### src/rtl/cwbl_pkg.sv
// Shared types and constants of the channel write budget limiter.
// Holds the beat payload structs, command and level codes, and register indexes.
// Depends on nothing; every other file refers to it by scoped names.
`default_nettype none

package cwbl_pkg;

   localparam int CHAN_W  = 4;
   localparam int BLOCK_W = 10;
   localparam int COUNT_W = 16;
   localparam int TOTAL_W = 20;
   localparam int INDEX_W = 2;
   localparam int PROD_W  = 2 * COUNT_W;

   localparam logic [COUNT_W-1:0] COUNT_MAX = '1;
   localparam logic [TOTAL_W-1:0] TOTAL_MAX = '1;

   localparam logic [COUNT_W-1:0] BUDGET_RESET  = 16'd512;
   localparam logic [COUNT_W-1:0] HIGH_RESET    = 16'd1024;
   localparam logic [COUNT_W-1:0] RESERVE_RESET = 16'd64;

   localparam logic [INDEX_W-1:0] CSR_BUDGET  = 2'd0;
   localparam logic [INDEX_W-1:0] CSR_HIGH    = 2'd1;
   localparam logic [INDEX_W-1:0] CSR_RESERVE = 2'd2;

   typedef enum logic [1:0] {
      CMD_ADD           = 2'd0,
      CMD_REMOVE_USED   = 2'd1,
      CMD_REMOVE_UNUSED = 2'd2,
      CMD_REFRESH       = 2'd3
   } command_type;

   typedef enum logic [1:0] {
      LEVEL_NONE = 2'd0,
      LEVEL_HIGH = 2'd1,
      LEVEL_MID  = 2'd2,
      LEVEL_LOW  = 2'd3
   } level_type;

   typedef struct packed {
      command_type        command;
      logic [CHAN_W-1:0]  channel;
      logic [BLOCK_W-1:0] block_count;
   } req_type;

   typedef struct packed {
      logic [CHAN_W-1:0]  channel_out;
      logic [COUNT_W-1:0] free_total;
      logic [COUNT_W-1:0] free_user;
      logic [COUNT_W-1:0] user_share;
      logic [TOTAL_W-1:0] user_budget_total;
      logic [TOTAL_W-1:0] gc_budget_total;
      level_type          level;
      logic               gc_start;
      logic               gc_stop;
   } rsp_type;

   // One row of the per-channel state memory.
   typedef struct packed {
      logic [COUNT_W-1:0] free_total;
      logic [COUNT_W-1:0] free_user;
      logic [COUNT_W-1:0] share;
      level_type          level;
   } entry_type;

endpackage

`default_nettype wire

### src/rtl/cwbl_div.sv
// Radix-2 restoring divider for the mid-band share, one quotient bit per cycle.
// Assumes the dividend's upper half is below the divisor, so the quotient fits COUNT_W bits.
// Depends on cwbl_pkg for widths.
`default_nettype none

module cwbl_div (
   input  wire logic                        clock,
   input  wire logic                        reset,
   input  wire logic                        start,
   input  wire logic [cwbl_pkg::PROD_W-1:0]  dividend,
   input  wire logic [cwbl_pkg::COUNT_W-1:0] divisor,
   output logic                             done,
   output logic [cwbl_pkg::COUNT_W-1:0]      quotient
);

   localparam int CNT_W = $clog2(cwbl_pkg::COUNT_W);

   logic [cwbl_pkg::COUNT_W-1:0] rem_ff;
   logic [cwbl_pkg::COUNT_W-1:0] quo_ff;
   logic [cwbl_pkg::COUNT_W-1:0] div_ff;
   logic [CNT_W-1:0]             cnt_ff;
   logic                         busy_ff;
   logic                         done_ff;

   logic [cwbl_pkg::COUNT_W:0]   shifted;
   logic [cwbl_pkg::COUNT_W:0]   diff;
   logic                         qbit;

   always_comb begin
      shifted = {rem_ff, quo_ff[cwbl_pkg::COUNT_W-1]};
      diff    = shifted - {1'b0, div_ff};
      qbit    = (shifted >= {1'b0, div_ff});
   end

   always_ff @(posedge clock) begin
      if (reset) begin
         busy_ff <= 1'b0;
         done_ff <= 1'b0;
      end else begin
         // Done pulses for one cycle after the last quotient bit is shifted in.
         done_ff <= busy_ff && !start && (cnt_ff == '0);
         if (start) begin
            rem_ff  <= dividend[cwbl_pkg::PROD_W-1:cwbl_pkg::COUNT_W];
            quo_ff  <= dividend[cwbl_pkg::COUNT_W-1:0];
            div_ff  <= divisor;
            cnt_ff  <= '1;
            busy_ff <= 1'b1;
         end else if (busy_ff) begin
            rem_ff <= qbit ? diff[cwbl_pkg::COUNT_W-1:0] : shifted[cwbl_pkg::COUNT_W-1:0];
            quo_ff <= {quo_ff[cwbl_pkg::COUNT_W-2:0], qbit};
            if (cnt_ff == '0) begin
               busy_ff <= 1'b0;
            end else begin
               cnt_ff <= cnt_ff - CNT_W'(1);
            end
         end
      end
   end

   assign done     = done_ff;
   assign quotient = quo_ff;

endmodule

`default_nettype wire

### src/rtl/channel_write_budget_limiter_unit.sv
// Per-channel write budget limiter: a request goes through read, classify and finish
// when the channel ends at or above the high mark or at/below the reserve, adds the
// divide state in the mid band, and skips to finish for a channel at or beyond NCH.
// One item is in flight at a time; a new request is taken only once the last response is
// registered and the unit is back in idle. Reset is synchronous; counts, shares, levels
// clear at once via per-entry valid bits; the user sum clears; registers go to defaults.
`default_nettype none

module channel_write_budget_limiter_unit #(
   parameter int NCH = 16
) (
   input  wire logic                        clock,
   input  wire logic                        reset,
   input  wire logic                        req_valid,
   output logic                             req_ready,
   input  wire cwbl_pkg::req_type            req_data,
   output logic                             rsp_valid,
   input  wire logic                        rsp_ready,
   output cwbl_pkg::rsp_type                 rsp_data,
   input  wire logic                        csr_valid,
   output logic                             csr_ready,
   input  wire logic [cwbl_pkg::INDEX_W-1:0] csr_index,
   input  wire logic [cwbl_pkg::COUNT_W-1:0] csr_data
);

   localparam int DEPTH  = (NCH < 16) ? NCH : 16;
   localparam int AW     = (DEPTH > 1) ? $clog2(DEPTH) : 1;
   localparam int PROD_W = cwbl_pkg::COUNT_W + $clog2(NCH + 1);
   localparam int ALL_W  = (PROD_W > cwbl_pkg::TOTAL_W) ? PROD_W : cwbl_pkg::TOTAL_W;

   typedef enum logic [2:0] {
      S_IDLE,
      S_READ,
      S_CLASS,
      S_DIV,
      S_FINISH
   } state_type;

   state_type                    state_ff;
   cwbl_pkg::req_type            item_ff;
   logic                         in_range_ff;
   logic                         old_valid_ff;
   logic [DEPTH-1:0]             entry_valid_ff;
   cwbl_pkg::entry_type          mem [DEPTH];
   cwbl_pkg::entry_type          rd_ff;
   logic [cwbl_pkg::COUNT_W-1:0] budget_ff;
   logic [cwbl_pkg::COUNT_W-1:0] high_ff;
   logic [cwbl_pkg::COUNT_W-1:0] reserve_ff;
   logic [cwbl_pkg::COUNT_W-1:0] free_total_ff;
   logic [cwbl_pkg::COUNT_W-1:0] free_user_ff;
   logic [cwbl_pkg::COUNT_W-1:0] old_share_ff;
   cwbl_pkg::level_type          old_level_ff;
   logic [cwbl_pkg::COUNT_W-1:0] share_ff;
   cwbl_pkg::level_type          level_ff;
   logic [cwbl_pkg::TOTAL_W-1:0] user_sum_ff;
   logic                         rsp_valid_ff;
   cwbl_pkg::rsp_type            rsp_data_ff;

   logic                         req_fire;
   logic                         req_in_range;
   logic [AW-1:0]                req_addr;
   logic [AW-1:0]                item_addr;
   cwbl_pkg::entry_type          old_entry;
   logic [cwbl_pkg::COUNT_W:0]   ft_add;
   logic [cwbl_pkg::COUNT_W:0]   fu_add;
   logic [cwbl_pkg::COUNT_W-1:0] ft_sub;
   logic [cwbl_pkg::COUNT_W-1:0] fu_sub;
   logic [cwbl_pkg::COUNT_W-1:0] ft_in;
   logic [cwbl_pkg::COUNT_W-1:0] fu_in;
   logic                         cls_high;
   logic                         cls_mid;
   logic                         div_start;
   logic [cwbl_pkg::PROD_W-1:0]  div_dividend;
   logic [cwbl_pkg::COUNT_W-1:0] div_divisor;
   logic                         div_done;
   logic [cwbl_pkg::COUNT_W-1:0] div_quotient;
   logic                         out_free;
   logic [cwbl_pkg::TOTAL_W-1:0] sum_in;
   logic [ALL_W-1:0]             all_budget;
   logic [ALL_W-1:0]             gc_wide;
   logic [cwbl_pkg::TOTAL_W-1:0] gc_in;
   cwbl_pkg::rsp_type            rsp_in;
   cwbl_pkg::entry_type          entry_new;

   assign req_ready = (state_ff == S_IDLE);
   assign req_fire  = req_valid && req_ready;
   assign csr_ready = 1'b1;
   assign rsp_valid = rsp_valid_ff;
   assign rsp_data  = rsp_data_ff;

   assign req_in_range = (32'(req_data.channel) < NCH);
   assign req_addr     = req_data.channel[AW-1:0];
   assign item_addr    = item_ff.channel[AW-1:0];

   // A channel never written since reset reads as all zero.
   assign old_entry = old_valid_ff ? rd_ff : '0;

   always_comb begin
      ft_add = {1'b0, old_entry.free_total} + (cwbl_pkg::COUNT_W + 1)'(item_ff.block_count);
      fu_add = {1'b0, old_entry.free_user} + (cwbl_pkg::COUNT_W + 1)'(item_ff.block_count);
      ft_sub = (old_entry.free_total > cwbl_pkg::COUNT_W'(item_ff.block_count)) ?
               old_entry.free_total - cwbl_pkg::COUNT_W'(item_ff.block_count) : '0;
      fu_sub = (old_entry.free_user > cwbl_pkg::COUNT_W'(item_ff.block_count)) ?
               old_entry.free_user - cwbl_pkg::COUNT_W'(item_ff.block_count) : '0;
      ft_in  = old_entry.free_total;
      fu_in  = old_entry.free_user;
      case (item_ff.command)
         cwbl_pkg::CMD_ADD: begin
            ft_in = ft_add[cwbl_pkg::COUNT_W] ? cwbl_pkg::COUNT_MAX : ft_add[cwbl_pkg::COUNT_W-1:0];
            fu_in = fu_add[cwbl_pkg::COUNT_W] ? cwbl_pkg::COUNT_MAX : fu_add[cwbl_pkg::COUNT_W-1:0];
         end
         cwbl_pkg::CMD_REMOVE_USED: begin
            ft_in = ft_sub;
            fu_in = fu_sub;
         end
         cwbl_pkg::CMD_REMOVE_UNUSED: begin
            ft_in = ft_sub;
         end
         cwbl_pkg::CMD_REFRESH: begin
            ft_in = old_entry.free_total;
         end
         default: begin
            ft_in = old_entry.free_total;
         end
      endcase
   end

   // The high test wins when the marks are out of order, so the mid band never
   // sees a zero divisor.
   assign cls_high     = (free_user_ff >= high_ff);
   assign cls_mid      = !cls_high && (free_user_ff > reserve_ff);
   assign div_start    = (state_ff == S_CLASS) && cls_mid;
   assign div_dividend = cwbl_pkg::PROD_W'(budget_ff) *
                         cwbl_pkg::PROD_W'(free_user_ff - reserve_ff);
   assign div_divisor  = high_ff - reserve_ff;

   cwbl_div u_div (
      .clock    (clock),
      .reset    (reset),
      .start    (div_start),
      .dividend (div_dividend),
      .divisor  (div_divisor),
      .done     (div_done),
      .quotient (div_quotient)
   );

   assign out_free = !rsp_valid_ff || rsp_ready;

   always_comb begin
      sum_in = in_range_ff ?
               user_sum_ff - cwbl_pkg::TOTAL_W'(old_share_ff) + cwbl_pkg::TOTAL_W'(share_ff) :
               user_sum_ff;
      all_budget = ALL_W'(budget_ff) * ALL_W'(NCH);
      gc_wide    = (all_budget > ALL_W'(sum_in)) ? all_budget - ALL_W'(sum_in) : '0;
      gc_in      = (gc_wide > ALL_W'(cwbl_pkg::TOTAL_MAX)) ? cwbl_pkg::TOTAL_MAX :
                   gc_wide[cwbl_pkg::TOTAL_W-1:0];

      rsp_in.channel_out       = item_ff.channel;
      rsp_in.user_budget_total = sum_in;
      rsp_in.gc_budget_total   = gc_in;
      if (in_range_ff) begin
         rsp_in.free_total = free_total_ff;
         rsp_in.free_user  = free_user_ff;
         rsp_in.user_share = share_ff;
         rsp_in.level      = level_ff;
         rsp_in.gc_start   = (level_ff != cwbl_pkg::LEVEL_HIGH);
         rsp_in.gc_stop    = (level_ff == cwbl_pkg::LEVEL_HIGH) &&
                             (old_level_ff != cwbl_pkg::LEVEL_HIGH);
      end else begin
         rsp_in.free_total = '0;
         rsp_in.free_user  = '0;
         rsp_in.user_share = '0;
         rsp_in.level      = cwbl_pkg::LEVEL_LOW;
         rsp_in.gc_start   = 1'b0;
         rsp_in.gc_stop    = 1'b0;
      end

      entry_new.free_total = free_total_ff;
      entry_new.free_user  = free_user_ff;
      entry_new.share      = share_ff;
      entry_new.level      = level_ff;
   end

   // State memory: read on request acceptance, written back when the response is loaded.
   always_ff @(posedge clock) begin
      if (req_fire) begin
         rd_ff <= mem[req_addr];
      end
      if ((state_ff == S_FINISH) && out_free && in_range_ff) begin
         mem[item_addr] <= entry_new;
      end
   end

   always_ff @(posedge clock) begin
      if (reset) begin
         state_ff       <= S_IDLE;
         rsp_valid_ff   <= 1'b0;
         user_sum_ff    <= '0;
         entry_valid_ff <= '0;
         budget_ff      <= cwbl_pkg::BUDGET_RESET;
         high_ff        <= cwbl_pkg::HIGH_RESET;
         reserve_ff     <= cwbl_pkg::RESERVE_RESET;
      end else begin
         if (csr_valid && csr_ready) begin
            case (csr_index)
               cwbl_pkg::CSR_BUDGET:  budget_ff  <= csr_data;
               cwbl_pkg::CSR_HIGH:    high_ff    <= csr_data;
               cwbl_pkg::CSR_RESERVE: reserve_ff <= csr_data;
               default: ;
            endcase
         end

         // In the finish state a drained beat is replaced by the new one below.
         if (rsp_valid_ff && rsp_ready && (state_ff != S_FINISH)) begin
            rsp_valid_ff <= 1'b0;
         end

         case (state_ff)
            S_IDLE: begin
               if (req_valid) begin
                  item_ff      <= req_data;
                  in_range_ff  <= req_in_range;
                  old_valid_ff <= entry_valid_ff[req_addr];
                  state_ff     <= req_in_range ? S_READ : S_FINISH;
               end
            end
            S_READ: begin
               free_total_ff <= ft_in;
               free_user_ff  <= fu_in;
               old_share_ff  <= old_entry.share;
               old_level_ff  <= old_entry.level;
               state_ff      <= S_CLASS;
            end
            S_CLASS: begin
               if (cls_high) begin
                  level_ff <= cwbl_pkg::LEVEL_HIGH;
                  share_ff <= budget_ff;
                  state_ff <= S_FINISH;
               end else if (cls_mid) begin
                  level_ff <= cwbl_pkg::LEVEL_MID;
                  state_ff <= S_DIV;
               end else begin
                  level_ff <= cwbl_pkg::LEVEL_LOW;
                  share_ff <= '0;
                  state_ff <= S_FINISH;
               end
            end
            S_DIV: begin
               if (div_done) begin
                  share_ff <= div_quotient;
                  state_ff <= S_FINISH;
               end
            end
            S_FINISH: begin
               if (out_free) begin
                  rsp_valid_ff <= 1'b1;
                  rsp_data_ff  <= rsp_in;
                  user_sum_ff  <= sum_in;
                  if (in_range_ff) begin
                     entry_valid_ff[item_addr] <= 1'b1;
                  end
                  state_ff <= S_IDLE;
               end
            end
            default: begin
               state_ff <= S_IDLE;
            end
         endcase
      end
   end

endmodule

`default_nettype wire

### config.mk
export PLATFORM = sky130hd
export DESIGN_NAME = channel_write_budget_limiter_unit
export DESIGN_NICKNAME = d
export VERILOG_FILES = /design/src/rtl/cwbl_pkg.sv /design/src/rtl/cwbl_div.sv /design/src/rtl/channel_write_budget_limiter_unit.sv
export SDC_FILE = /design/constraint.sdc
export NUM_CORES = 2
export LEC_CHECK = 0
export BUFFER_PORTS_ARGS = -buffer_cell sky130_fd_sc_hd__buf_4
export CAP_MARGIN = 40
export CELL_PAD_IN_SITES_DETAIL_PLACEMENT = 1
export CELL_PAD_IN_SITES_GLOBAL_PLACEMENT = 2
export CORE_ASPECT_RATIO = 0.8
export CORE_MARGIN = 4
export CORE_UTILIZATION = 42
export CTS_CLUSTER_DIAMETER = 40
export DETAILED_ROUTE_END_ITERATION = 16
export PLACE_DENSITY_LB_ADDON = 0.3
export SLEW_MARGIN = 20
export SYNTH_ARGS = -nofsm -noshare
export SYNTH_HDL_FRONTEND = slang
export SYNTH_SLANG_ARGS = --single-unit
export TNS_END_PERCENT = 100
### constraint.sdc
create_clock -name clock -period 7.7 [get_ports clock]
set_clock_uncertainty 0.2 [all_clocks]
set_input_delay 0.77 -clock clock [delete_from_list [all_inputs] [get_ports clock]]
set_output_delay 0.77 -clock clock [all_outputs]
set_load 0.05 [all_outputs]
==> results.md <==
* Footprint of the multi-input gates at 23600 um^2
* TritonCTS clock tree: yes
* Setup TNS at -398 ps
* Pwr/cell area at 244 nW/um^2
* Synth top area share at 0.543
* Row Count at 123
* Slowest cell on the critical path: fa_1
* Synth area leaders: edfxtp_1 54%, mux4_2 9.6%, fa_1 7.8%
* Buffer levels on the longest clock path at 3
* Placer Congestion at 0.866
* First-pass GRT wire length at 265000 um
* Number of global-route vias before repair at 39400
* Worst skew pair latency at 790 ps
* TritonCTS Buffers at 153
* Post-synth top area cell: edfxtp_1
* Critical path class: reg2reg
* Tot GR Track Use at 0.241
* Initial antenna violation count at 8
* DR WL/cell at 26.8 um
* Setup violations, final at 6
* RSZ-0062 raised after global routing: yes
* Synth warnings at 0
* Antenna Nets Post-Route at 0
* Endpoints failing hold at 0
* Total routed wirelength at 178000 um
* Avg Cell Area, Syn at 14.1 um^2
* IO Pins at 138
* Root Driver: clkbuf_16
* Hold/Removal Path Class: in2reg
* Seq/Total Area, Yosys at 0.573
* Fillers at 13800
* Area of the core at 141000 um^2
* Ys flop type: edfxtp_1
* Residual DRC at 0
* HPWL after DPL at 121000 um
* Slew margin rel. at 0.185
* Starting density of the core at 0.424
* Commonest cells after routing, fill and taps aside: 1083 x edfxtp_1, 469 x inv_1, 404 x nand2_1
* Post-synth ARST share at 0
* Final instance area at 71100 um^2
* Number of DRC markers in iteration 0 at 3276
* P&R area growth vs syn at 18.7%
* Cell variety after synth at 84
* Fin crit share at 1.02
* Worst Tran Pin Value at 1220 ps
* Peak VDD IR at 0.000230 V
* Vias per std cell at 5.57
* Post-synth EDFFs at 1083
* DIE WIDTH at 430 um
* CP top delay family: adder cells
* Required time of the critical path at 7980 ps
* Setup WS post-layout at -123 ps
* Final Net Count at 5172
* DR pass1 iterations at 7
* FF/Latch Area at 34300 um^2
* Status: complete, but fails checks
* Max-cap violation count at 0
* Most used cell, CP: fa_1
* Die H at 346 um
* Most common cell after layout, fill and taps aside: edfxtp_1
* Post-Syn Area at 59900 um^2
* Critical Path Sink Type: flop
* CP max stage delay at 550 ps
* Leakage dissipation at 26.7 nW
* Crit Path Max Fanout at 7
* Failing checks: negative setup slack
* Slew Limit Fails at 0
* Flop and latch count out of synthesis at 1173
* Total grt overflow at 0
* Layout cells sized above 1 at 0.222
* Tmin final at 7820 ps
* Area of the die at 149000 um^2
* Syn Inst Count at 4248
* Clk sinks at 1173
* Syn_nets at 4780
* CTS H-tree lvls at 4
* Post-DP Area at 65000 um^2
* DR vias at 37000
* Fmax at 128 MHz
* PortBufs at 136
* CP startpoint kind: flop
* Clock-pin slew on the worst setup and hold paths at 60 ps
* Buf/Inv on CP at 5
* Largest net degree at the start of global routing at 142
* Fin Hold WS at 62.9 ps
* Arrival time at the worst endpoint at 8110 ps
power by group:
part           switching, mW  total [mW]  internal [mW]
Clock                   3.00        7.28           4.28
Combinational           1.67        2.98           1.30
Sequential            0.0854        7.11           7.02
Total                   4.76        17.4           12.6
path summary, 6_finish.rpt:
check / startpoint / end / slack (ps) / cells after the start
worst max-delay path: free_user_ff[1] / u_div.rem_ff[8] / -120 / 32
worst min-delay path: csr_data[10] / high_ff[10] / 60 / 2
worst min register to register: user_sum_ff[0] / user_sum_ff[0] / 260 / 2
worst max register to register: free_user_ff[1] / u_div.rem_ff[8] / -120 / 32
state kept, by name, indices dropped and copies added (netlist names), 20 cells and up:
signal       count
rd_ff           50
user_sum_ff     20
rsp_data        96
mem            800
cell type report:
| type | instances | share of cell area |
|---|---|---|
| sequential | 1173 | 0.483 |
| inverter | 478 | 0.0253 |
| clock inverter | 111 | 0.0188 |
| antenna | 4 | 0.000141 |
| multi-input combinational | 2417 | 0.333 |
| timing repair buffer | 417 | 0.0518 |
| tap | 1875 | 0.0330 |
| clock buffer | 171 | 0.0555 |
through the flow:
step,setup WS (ps),util,power (mW),std cells
after floorplan,7.06,-,8.98,4248
after global placement,-223,0.458,9.91,6300
after detailed placement,-435,0.461,9.96,6317
after CTS,-110,0.502,17.4,6631
after global routing,-453,0.504,18.1,6642
final,-123,0.504,17.4,6646
layer usage:
layer / GRT usage / vias up / routed length (um)
met1: 0.349 / 19300 / 79300
li1: - / 16200 / -
met3: 0.0477 / 244 / 13000
met5: 0 / - / 0
met2: 0.374 / 1268 / 81600
met4: 0.0662 / 0 / 4250
Yosys cell counts, drive strengths merged, types with 11 or more instances:
library cell and count:
edfxtp 1083, inv 478, nand2 410, ha 261, mux4 255, fa 232, a21oi 211, nor2 162
and2 146, clkbuf 139, o21ai 135, dfxtp 90, xnor2 79, a21o 50, nor3 43, xor2 43
buf 41, nor2b 39, nand3 34, nand2b 22, o21a 22, a211oi 18, nand4 16, or2 16
a31oi 15, o211ai 15, o31ai 13, o21bai 12, or3 12, and3 11
kinds of logic after synthesis:
kind of cell             share of synthesized area
multiplexers                                0.0975
XOR/XNOR                                    0.0178
other                                    0.0000626
AO/OA/AOI/OAI                               0.0622
flip-flops                                   0.573
buffers and inverters                       0.0423
adder cells (fa/ha/maj)                      0.132
AND/OR/NAND/NOR                             0.0747
repair_timing:
item | 4_1_cts | 5_1_grt
pin swaps | 45 | 17
resized for setup | 61 | 36
hold buffers | 12 | 0
endpoints found under the hold margin | 12 | 0
buffers inserted | 21 | 6
endpoints found under the setup margin | 16 | 16
Power figures use the tool's default switching activity.
